File: src/hdl/stepper_move_sequencer_assert.svh
// assertion macros shared by the stepper move sequencer rtl
`ifndef STEPPER_MOVE_SEQUENCER_ASSERT_SVH
`define STEPPER_MOVE_SEQUENCER_ASSERT_SVH

// same-cycle implication, sampled on clk_i, off while rst_ni is low
`define SMSQ_ASSERT_NOW(label, ante, cons, msg) \
  label: assert property (@(posedge clk_i) disable iff (!rst_ni) (ante) |-> (cons)) \
    else $error(msg);

// next-cycle implication, sampled on clk_i, off while rst_ni is low
`define SMSQ_ASSERT_NEXT(label, ante, cons, msg) \
  label: assert property (@(posedge clk_i) disable iff (!rst_ni) (ante) |=> (cons)) \
    else $error(msg);

`endif

File: src/hdl/smsq_pkg.sv
// shared types and constants of the stepper move sequencer
package smsq_pkg;

  // beat field widths
  localparam int AMOUNT_W = 16;
  localparam int SCALE_W  = 24;
  localparam int SETTLE_W = 16;
  localparam int PULSE_W  = 8;
  localparam int TOTAL_W  = 16;
  localparam int TICK_W   = 16;
  localparam int CFG_IDX_W = 8;
  localparam int OUT_DATA_W = 24;

  // command codes carried in s_axis_tuser
  localparam logic [1:0] MODE_STRAIGHT = 2'd0;
  localparam logic [1:0] MODE_ROTATE   = 2'd1;
  localparam logic [1:0] MODE_TICK     = 2'd2;

  // configuration register indexes
  localparam logic [CFG_IDX_W-1:0] REG_STRAIGHT_SCALE = 8'd0;
  localparam logic [CFG_IDX_W-1:0] REG_ROTATE_SCALE   = 8'd1;
  localparam logic [CFG_IDX_W-1:0] REG_SETTLE_TICKS   = 8'd2;
  localparam logic [CFG_IDX_W-1:0] REG_HIGH_TICKS     = 8'd3;
  localparam logic [CFG_IDX_W-1:0] REG_LOW_TICKS      = 8'd4;

  // register reset values
  localparam logic [SCALE_W-1:0]  SCALE_RST  = 24'h010000;
  localparam logic [SETTLE_W-1:0] SETTLE_RST = 16'd100;
  localparam logic [PULSE_W-1:0]  PULSE_RST  = 8'd1;

  // result beat, lowest field last
  typedef struct packed {
    logic [1:0]         pad;
    logic [TOTAL_W-1:0] step_total;
    logic               rejected;
    logic               busy_res;
    logic               dir_right;
    logic               dir_left;
    logic               step_level;
    logic               driver_off;
  } result_t;

endpackage

File: src/hdl/smsq_scale.sv
// amount to step count: magnitude times fixed-point scale, rounded and saturated
module smsq_scale #(
  parameter int COUNT_BITS      = 16,
  parameter int SCALE_FRAC_BITS = 16
) (
  input  logic signed [smsq_pkg::AMOUNT_W-1:0] amount_i,
  input  logic [smsq_pkg::SCALE_W-1:0]         scale_i,
  output logic                                 neg_o,
  output logic                                 nonzero_o,
  output logic [COUNT_BITS-1:0]                steps_o
);
  import smsq_pkg::*;

  localparam int PROD_W = AMOUNT_W + SCALE_W;
  localparam int RND_W  = PROD_W - SCALE_FRAC_BITS;
  localparam logic [PROD_W-1:0] HALF = PROD_W'(64'd1 << (SCALE_FRAC_BITS - 1));
  localparam logic [63:0] COUNT_MAX = (64'd1 << COUNT_BITS) - 64'd1;

  logic [AMOUNT_W-1:0] mag;
  logic [PROD_W-1:0]   prod;
  logic [PROD_W-1:0]   rounded;
  logic [RND_W-1:0]    shifted;
  logic [63:0]         wide;

  // magnitude, most negative value maps to its unsigned twin
  assign neg_o     = amount_i[AMOUNT_W-1];
  assign nonzero_o = |amount_i;
  assign mag       = neg_o ? (~amount_i + AMOUNT_W'(1)) : amount_i;

  // product stays below 2^39, so the rounding add cannot carry out
  assign prod    = PROD_W'(mag) * PROD_W'(scale_i);
  assign rounded = prod + HALF;
  assign shifted = rounded[PROD_W-1:SCALE_FRAC_BITS];
  assign wide    = 64'(shifted);

  // saturate to the largest count
  assign steps_o = (wide > COUNT_MAX) ? COUNT_MAX[COUNT_BITS-1:0] : wide[COUNT_BITS-1:0];

endmodule

File: src/hdl/stepper_move_sequencer.sv
// Stepper move sequencer: command and tick beats in, one status beat out per beat in.
// An accepted input beat is held in the input register, and its result beat in the result register.
// Throughput: one beat per cycle while m_axis is not stalled; one input register, the sequencer
// update and scale multiply in one stage, then the result register.
// Reset: async active low; phase idle, counters and directions zero, registers at
// their reset values, both stages empty.
`include "stepper_move_sequencer_assert.svh"

module stepper_move_sequencer #(
  parameter int COUNT_BITS      = 16,
  parameter int SCALE_FRAC_BITS = 16
) (
  input  logic                               clk_i,
  input  logic                               rst_ni,
  // configuration write channel
  input  logic                               cfg_valid_i,
  output logic                               cfg_ready_o,
  input  logic [smsq_pkg::CFG_IDX_W-1:0]     cfg_index_i,
  input  logic [smsq_pkg::SCALE_W-1:0]       cfg_data_i,
  // input beats
  input  logic                               s_axis_tvalid,
  output logic                               s_axis_tready,
  // tdata: [15:0] amount
  input  logic [smsq_pkg::AMOUNT_W-1:0]      s_axis_tdata,
  // tuser: [1:0] mode
  input  logic [1:0]                         s_axis_tuser,
  // result beats
  output logic                               m_axis_tvalid,
  input  logic                               m_axis_tready,
  // tdata: [0] driver_off, [1] step_level, [2] dir_left, [3] dir_right,
  //        [4] busy_res, [5] rejected, [21:6] step_total, [23:22] zero
  output logic [smsq_pkg::OUT_DATA_W-1:0]    m_axis_tdata
);
  import smsq_pkg::*;

  typedef enum logic [2:0] {
    PH_IDLE,
    PH_SETTLE_ON,
    PH_HIGH,
    PH_LOW,
    PH_SETTLE_OFF
  } phase_e;

  // configuration registers
  logic [SCALE_W-1:0]  straight_scale_q, rotate_scale_q;
  logic [SETTLE_W-1:0] settle_ticks_q;
  logic [PULSE_W-1:0]  high_ticks_q, low_ticks_q;

  // input stage
  logic                in_valid_q;
  logic [1:0]          in_mode_q;
  logic [AMOUNT_W-1:0] in_amount_q;

  // sequencer state
  phase_e              phase_q, phase_d;
  logic [COUNT_BITS-1:0] steps_left_q, steps_left_d;
  logic [COUNT_BITS-1:0] last_total_q, last_total_d;
  logic [TICK_W-1:0]   tick_q, tick_d;
  logic                dir_left_q, dir_left_d;
  logic                dir_right_q, dir_right_d;

  // result stage
  logic                out_valid_q;
  result_t             result_q, result_d;

  logic                adv;
  logic                rej;
  logic [SCALE_W-1:0]  scale_sel;
  logic                amt_neg, amt_nonzero;
  logic [COUNT_BITS-1:0] scaled_steps;
  logic [TICK_W-1:0]   len;
  logic [TICK_W-1:0]   tick_inc;

  // handshakes: stage two moves when the result register is free or drains
  assign adv           = in_valid_q && (!out_valid_q || m_axis_tready);
  assign s_axis_tready = !in_valid_q || adv;
  assign cfg_ready_o   = 1'b1;
  assign m_axis_tvalid = out_valid_q;
  assign m_axis_tdata  = result_q;

  // scale for the command in the input stage
  assign scale_sel = (in_mode_q == MODE_ROTATE) ? rotate_scale_q : straight_scale_q;

  smsq_scale #(
    .COUNT_BITS      (COUNT_BITS),
    .SCALE_FRAC_BITS (SCALE_FRAC_BITS)
  ) u_scale (
    .amount_i  (in_amount_q),
    .scale_i   (scale_sel),
    .neg_o     (amt_neg),
    .nonzero_o (amt_nonzero),
    .steps_o   (scaled_steps)
  );

  // length of the running phase and the bumped tick count
  always_comb begin
    unique case (phase_q)
      PH_HIGH: len = TICK_W'(high_ticks_q);
      PH_LOW:  len = TICK_W'(low_ticks_q);
      default: len = settle_ticks_q;
    endcase
    tick_inc = tick_q + TICK_W'(1);
  end

  // sequencer update for the beat in the input stage
  always_comb begin
    phase_d      = phase_q;
    steps_left_d = steps_left_q;
    last_total_d = last_total_q;
    tick_d       = tick_q;
    dir_left_d   = dir_left_q;
    dir_right_d  = dir_right_q;
    rej          = 1'b0;
    unique case (in_mode_q)
      MODE_STRAIGHT, MODE_ROTATE: begin
        if (phase_q != PH_IDLE) begin
          rej = 1'b1;
        end else begin
          if (amt_nonzero) begin
            dir_left_d  = !amt_neg;
            dir_right_d = (in_mode_q == MODE_ROTATE) ? amt_neg : !amt_neg;
          end
          last_total_d = scaled_steps;
          steps_left_d = scaled_steps;
          tick_d       = '0;
          phase_d      = PH_SETTLE_ON;
        end
      end
      MODE_TICK: begin
        if (phase_q != PH_IDLE) begin
          if (tick_inc < len) begin
            tick_d = tick_inc;
          end else begin
            tick_d = '0;
            unique case (phase_q)
              PH_SETTLE_ON, PH_LOW: begin
                if (steps_left_q != '0) begin
                  steps_left_d = steps_left_q - COUNT_BITS'(1);
                  phase_d      = PH_HIGH;
                end else begin
                  phase_d = PH_SETTLE_OFF;
                end
              end
              PH_HIGH: phase_d = PH_LOW;
              default: phase_d = PH_IDLE;
            endcase
          end
        end
      end
      default: ;
    endcase
  end

  // result fields show the state after the beat
  always_comb begin
    result_d.pad        = '0;
    result_d.step_total = TOTAL_W'(last_total_d);
    result_d.rejected   = rej;
    result_d.busy_res   = (phase_d != PH_IDLE);
    result_d.dir_right  = dir_right_d;
    result_d.dir_left   = dir_left_d;
    result_d.step_level = (phase_d == PH_HIGH);
    result_d.driver_off = (phase_d == PH_IDLE);
  end

  // control state, configuration and stage valid flags
  always_ff @(posedge clk_i or negedge rst_ni) begin
    if (!rst_ni) begin
      straight_scale_q <= SCALE_RST;
      rotate_scale_q   <= SCALE_RST;
      settle_ticks_q   <= SETTLE_RST;
      high_ticks_q     <= PULSE_RST;
      low_ticks_q      <= PULSE_RST;
      in_valid_q       <= 1'b0;
      out_valid_q      <= 1'b0;
      phase_q          <= PH_IDLE;
      steps_left_q     <= '0;
      last_total_q     <= '0;
      tick_q           <= '0;
      dir_left_q       <= 1'b0;
      dir_right_q      <= 1'b0;
    end else begin
      if (cfg_valid_i) begin
        unique case (cfg_index_i)
          REG_STRAIGHT_SCALE: straight_scale_q <= cfg_data_i;
          REG_ROTATE_SCALE:   rotate_scale_q   <= cfg_data_i;
          REG_SETTLE_TICKS:   settle_ticks_q   <= cfg_data_i[SETTLE_W-1:0];
          REG_HIGH_TICKS:     high_ticks_q     <= cfg_data_i[PULSE_W-1:0];
          REG_LOW_TICKS:      low_ticks_q      <= cfg_data_i[PULSE_W-1:0];
          default: ;
        endcase
      end
      if (s_axis_tready) begin
        in_valid_q <= s_axis_tvalid;
      end
      if (adv) begin
        out_valid_q  <= 1'b1;
        phase_q      <= phase_d;
        steps_left_q <= steps_left_d;
        last_total_q <= last_total_d;
        tick_q       <= tick_d;
        dir_left_q   <= dir_left_d;
        dir_right_q  <= dir_right_d;
      end else if (m_axis_tready) begin
        out_valid_q <= 1'b0;
      end
    end
  end

  // payload registers
  always_ff @(posedge clk_i) begin
    if (s_axis_tready && s_axis_tvalid) begin
      in_mode_q   <= s_axis_tuser;
      in_amount_q <= s_axis_tdata;
    end
    if (adv) begin
      result_q <= result_d;
    end
  end

  // checks on the sequencer and the stage flow
  `SMSQ_ASSERT_NEXT(a_busy_cmd_no_change,
    adv && (in_mode_q == MODE_STRAIGHT || in_mode_q == MODE_ROTATE) && phase_q != PH_IDLE,
    $stable(phase_q) && $stable(steps_left_q) && $stable(last_total_q),
    "command while busy changed the sequencer")
  `SMSQ_ASSERT_NEXT(a_idle_cmd_starts,
    adv && (in_mode_q == MODE_STRAIGHT || in_mode_q == MODE_ROTATE) && phase_q == PH_IDLE,
    phase_q == PH_SETTLE_ON && tick_q == '0,
    "command while idle did not start a move")
  `SMSQ_ASSERT_NOW(a_stall_only_when_full,
    !s_axis_tready,
    in_valid_q && out_valid_q && !m_axis_tready,
    "input stalled with room in the pipeline")
  `SMSQ_ASSERT_NOW(a_step_needs_driver,
    out_valid_q && result_q.step_level,
    !result_q.driver_off && result_q.busy_res,
    "step pulse shown with the driver off")

endmodule

File: config.mk
export PLATFORM = sky130hd
export DESIGN_NAME = stepper_move_sequencer
export DESIGN_NICKNAME = d
export VERILOG_FILES = /design/src/hdl/smsq_pkg.sv /design/src/hdl/smsq_scale.sv /design/src/hdl/stepper_move_sequencer.sv
export VERILOG_INCLUDE_DIRS = /design/src /design/src/hdl
export SDC_FILE = /design/constraint.sdc
export NUM_CORES = 1
export LEC_CHECK = 0
export BUFFER_PORTS_ARGS = -buffer_cell sky130_fd_sc_hd__buf_2
export CAP_MARGIN = 20
export CORE_MARGIN = 1
export CORE_UTILIZATION = 40
export DETAILED_ROUTE_END_ITERATION = 8
export GPL_ROUTABILITY_DRIVEN = 1
export SLEW_MARGIN = 30
export SYNTH_ARGS = -nofsm -noshare
export SYNTH_HDL_FRONTEND = slang
export SYNTH_SLANG_ARGS = --single-unit
File: constraint.sdc
create_clock -name clk_i -period 12.69 [get_ports clk_i]
set_clock_uncertainty 0.15 [all_clocks]
set_input_delay 3.1725 -clock clk_i [delete_from_list [all_inputs] [get_ports clk_i]]
set_output_delay 3.1725 -clock clk_i [all_outputs]
set_load 0.1 [all_outputs]
==> results.tsv <==
stage	metric	value	unit
yosys	combinational family with the most area after synthesis	adder cells	
drt	wire length reported by the detailed router	60400	µm
global_routing	GR Layer Usage met3	4.20	%
drt	number of remaining DRC errors	0	
sta	fmax	93.3	MHz
drt	number of nets with antenna violations after routing	0	
yosys	sequential element share of the synthesized area	21.4	%
sta	worst path setup slack after routing	1.97	ns
yosys	number of synthesized flops with an enable pin	40	
power_and_ir_drop	power density relative to cell area	104	mW/mm²
die	Row Count	84	
sta	Max transition margin	30.8	%
critical_path	longest individual stage delay on the worst path	0.72	ns
power_and_ir_drop	internal power summed over all cells	0.00129	W
cts	Post-CTS Hold Buffers	0	
layout	area growth from synthesis to layout	8.34	%
yosys	dominant synthesized flop cell	sky130_fd_sc_hd__dfrtp_1	
sta	max-slew violations	0	
cts	total CTS buffers	17	
placement	total instance count after detailed placement	3072	
yosys	cell type with the highest aggregate area in the netlist	sky130_fd_sc_hd__fa_1	
power_and_ir_drop	static leakage	11.7	nW
drt	starting DRC count in detailed routing	1146	
global_routing	routing usage on met1	30.7	%
sta	Fin Setup TNS	0	ns
placement	Setup WS pre-CTS	1.98	ns
cts	maximum clock path buffer count	2	
yosys	fraction of synthesized cell area taken by the top area cell type	28.5	%
critical_path	endpoint kind of the worst setup timing path	flip-flop	
sta	worst slew pin tran	1.01	ns
yosys	share of synthesized cell area in full adder, half adder and majority cells	37.1	%
yosys	share of synthesized flip-flops with an asynchronous set or reset	77.1	%
die	die height	233	µm
sta	final worst-path cycle share	84.4	%
sta	final hold violation count	0	
yosys	most frequent cells after synthesis	415 x sky130_fd_sc_hd__nand2_1, 413 x sky130_fd_sc_hd__inv_1, 305 x sky130_fd_sc_hd__fa_1	
layout	fraction of layout instances using a drive strength above 1	11.9	%
layout	count of non-filler cells in the finished layout	3105	
cts	depth of the CTS H-tree	4	
yosys	fraction of synthesized area in multiplexers	5.98	%
drt	via-per-instance ratio	5.35	
critical_path	maximum net fanout on the critical path	30	
critical_path	element type at the critical path start	flip-flop	
die	number of I/O pins	82	
power_and_ir_drop	largest vdd supply drop	0.0906	mV
global_routing	routing layer with the top usage in global route	met2	
yosys	biggest area contributors in the synthesized netlist	sky130_fd_sc_hd__fa_1 29%, sky130_fd_sc_hd__dfrtp_1 15%, sky130_fd_sc_hd__ha_1 8.6%	
power_and_ir_drop	Sw Share	46.4	%
yosys	post-synthesis share of cell area spent on xor and xnor gates	2.21	%
yosys	share of synthesized cell area in and, or, nand and nor gates	16.2	%
global_routing	vias in the first global route	17700	
power_and_ir_drop	Combinational Power Share	46.8	%
yosys	most instantiated library cell after synthesis	sky130_fd_sc_hd__nand2_1	
min_path	Tightest Hold Check Type	reg2reg	
global_routing	global-route track usage on met2	38.8	%
layout	# fillers	5200	
placement	count of input and output buffers	78	
yosys	average size of a mapped cell	9.02	µm²
sta	RSZ-0062 raised after global routing	false	
die	total die area	0.0544	mm²
yosys	Yosys Warn Count	0	
drt	detailed-router iteration count before antenna repair	5	
power_and_ir_drop	Flop pwr share	31.5	%
global_routing	overall fraction of global-route tracks in use	23.7	%
power_and_ir_drop	clock network fraction of design power	21.7	%
yosys	cell count after synthesis	2373	
power_and_ir_drop	NetSw	0.00112	W
critical_path	CP required	12.83	ns
job	number of maximum-capacitance violations	0	
cts	Skew-Pair Late Insertion Delay	0.47	ns
placement	detailed placer's ending HPWL	48800	µm
die	initial standard-cell utilization of the core	40.6	%
global_routing	wire length of the first global-routing pass	97800	µm
placement	Final GP Congestion	0.920	
cts	root buffer cell	sky130_fd_sc_hd__clkbuf_16	
global_routing	pin count of the biggest net entering global routing	81	
yosys	number of library cell types mapped by synthesis	82	
critical_path	CP max stage cell	sky130_fd_sc_hd__xnor2_1	
cts	post-cts sizing count	0	
yosys	compound-gate portion of the synthesized area	7.77	%
cts	TritonCTS clock tree	yes	
global_routing	number of antenna violations at the first check in global routing	3	
yosys	summed instance area of the synthesized netlist	0.0214	mm²
critical_path	critical setup path kind	reg2reg	
die	Die Wd	233	µm
drt	via count	16600	
sta	total of endpoints with negative setup slack in the final report	0	
yosys	post-synthesis register bit count	175	
layout	net count of the finished layout	2910	
sta	post-layout min period	10.72	ns
die	CORE AREA	0.0528	mm²
run_status	run status	completed	
cts	clock net sink count	175	
cts	clock-pin slew on the worst setup and hold paths	0.09	ns
cts	setup repair bufs after CTS	0	
global_routing	total grt overflow	0	
drt	wire per inst	19.5	µm
critical_path	arrival time at the worst endpoint	10.86	ns
cell families after synthesis:
| group | count (synthesis) |
|---|---|
| adders and majority gates | 452 |
| buffers and inverters | 511 |
| DFF | 175 |
| other | 2 |
| xor gates and xnor gates | 54 |
| and+or+nand+nor | 808 |
| AOI/OAI and AO/OA | 256 |
| muxes | 115 |
path summary, 6_finish.rpt:
kind / from / endpoint / slack, ns / cells past startpoint
setup / recovery: in_amount_q[0]$_DFFE_PP_ / steps_left_q[7]$_DFFE_PN0P_ / 1.97 / 30
hold / removal: tick_q[15]$_DFFE_PN0P_ / tick_q[15]$_DFFE_PN0P_ / 0.34 / 2
setup reg to reg: in_amount_q[0]$_DFFE_PP_ / steps_left_q[7]$_DFFE_PN0P_ / 1.97 / 30
hold reg to reg: tick_q[15]$_DFFE_PN0P_ / tick_q[15]$_DFFE_PN0P_ / 0.34 / 2
max in group asynchronous: rst_ni / straight_scale_q[5]$_DFFE_PN0P_ / 8.73 / 2
min in group asynchronous: rst_ni / phase_q[2]$_DFFE_PN0P_ / 2.54 / 1
power by group through the flow:
stage,sequential [W],clock (W),combinational (W)
floorplan,0.000850,0,0.000690
global placement,0.000760,0,0.00111
detailed placement,0.000764,0,0.00112
CTS,0.000755,0.000535,0.00113
global route,0.000770,0.000554,0.00125
finish,0.000758,0.000523,0.00113
cell type report:
class	count	area (µm²)	area share (%)
Antenna cell	1	2.50	0.0108
Clock buffer	20	447	1.93
Clock inverter	12	119	0.512
Inverter	414	1550	6.70
Multi-Input combinational cell	1688	15000	64.7
Sequential cell	175	4590	19.8
Tap cell	688	861	3.71
Timing Repair Buffer	107	618	2.66
sequential cells by signal, indices dropped and copies added (netlist names):
signal	flops
low_ticks_q	8
m_axis_tdata	22
dir_left_q	1
last_total_q	16
phase_q	3
straight_scale_q	24
high_ticks_q	8
settle_ticks_q	16
tick_q	16
in_amount_q	16
dir_right_q	1
in_mode_q	2
m_axis_tvalid	1
rotate_scale_q	24
steps_left_q	16
in_valid_q	1
cell usage in the layout (no fill, tap or decap), drive strengths merged, types with 16 or more instances in the layout:
| cell | Yosys | layout |
|---|---|---|
| nand2b | 16 | 16 |
| clkbuf | 75 | 20 |
| dfrtp | 128 | 128 |
| buf | 22 | 107 |
| nor3 | 17 | 17 |
| a31oi | 22 | 22 |
| mux2i | 31 | 31 |
| mux2 | 84 | 84 |
| o21ai | 45 | 45 |
| inv | 414 | 424 |
| nand2 | 416 | 416 |
| fa | 305 | 305 |
| nand3 | 24 | 24 |
| edfxtp | 40 | 40 |
| xor2 | 20 | 20 |
| a21oi | 101 | 101 |
| ha | 147 | 147 |
| and2 | 22 | 22 |
| nor2 | 226 | 226 |
| nand4 | 26 | 26 |
| xnor2 | 34 | 34 |
worst max-delay path, delay by kind of cell (launching register included):
family,cells,cell delay (ns)
XOR/XNOR,1,0.72
flip-flops,1,0.52
adder cells (fa/ha/maj),8,3.74
AND/OR/NAND/NOR,8,2.20
AO/OA/AOI/OAI,6,2.03
buffers and inverters,7,1.14
per-stage QoR:
step                      total power [W]  utilization (%)  hold WS, ns  instance area [µm²]
after floorplan                   0.00154                -        0.307                21400
after global placement            0.00187             42.7        0.327                22600
after detailed placement          0.00188             42.8        0.327                22600
after CTS                         0.00242             43.8        0.343                23100
after global routing              0.00257             44.0        0.365                23200
final                             0.00241             44.0        0.339                23200
metal layers:
layer / share of wire [%] / vias up
met5: 0.023 / -
met4: 3.9 / 2
met3: 5.8 / 111
met2: 47 / 476
met1: 43 / 8467
li1: - / 7560
No activity file was read; power rests on OpenSTA's default activity.
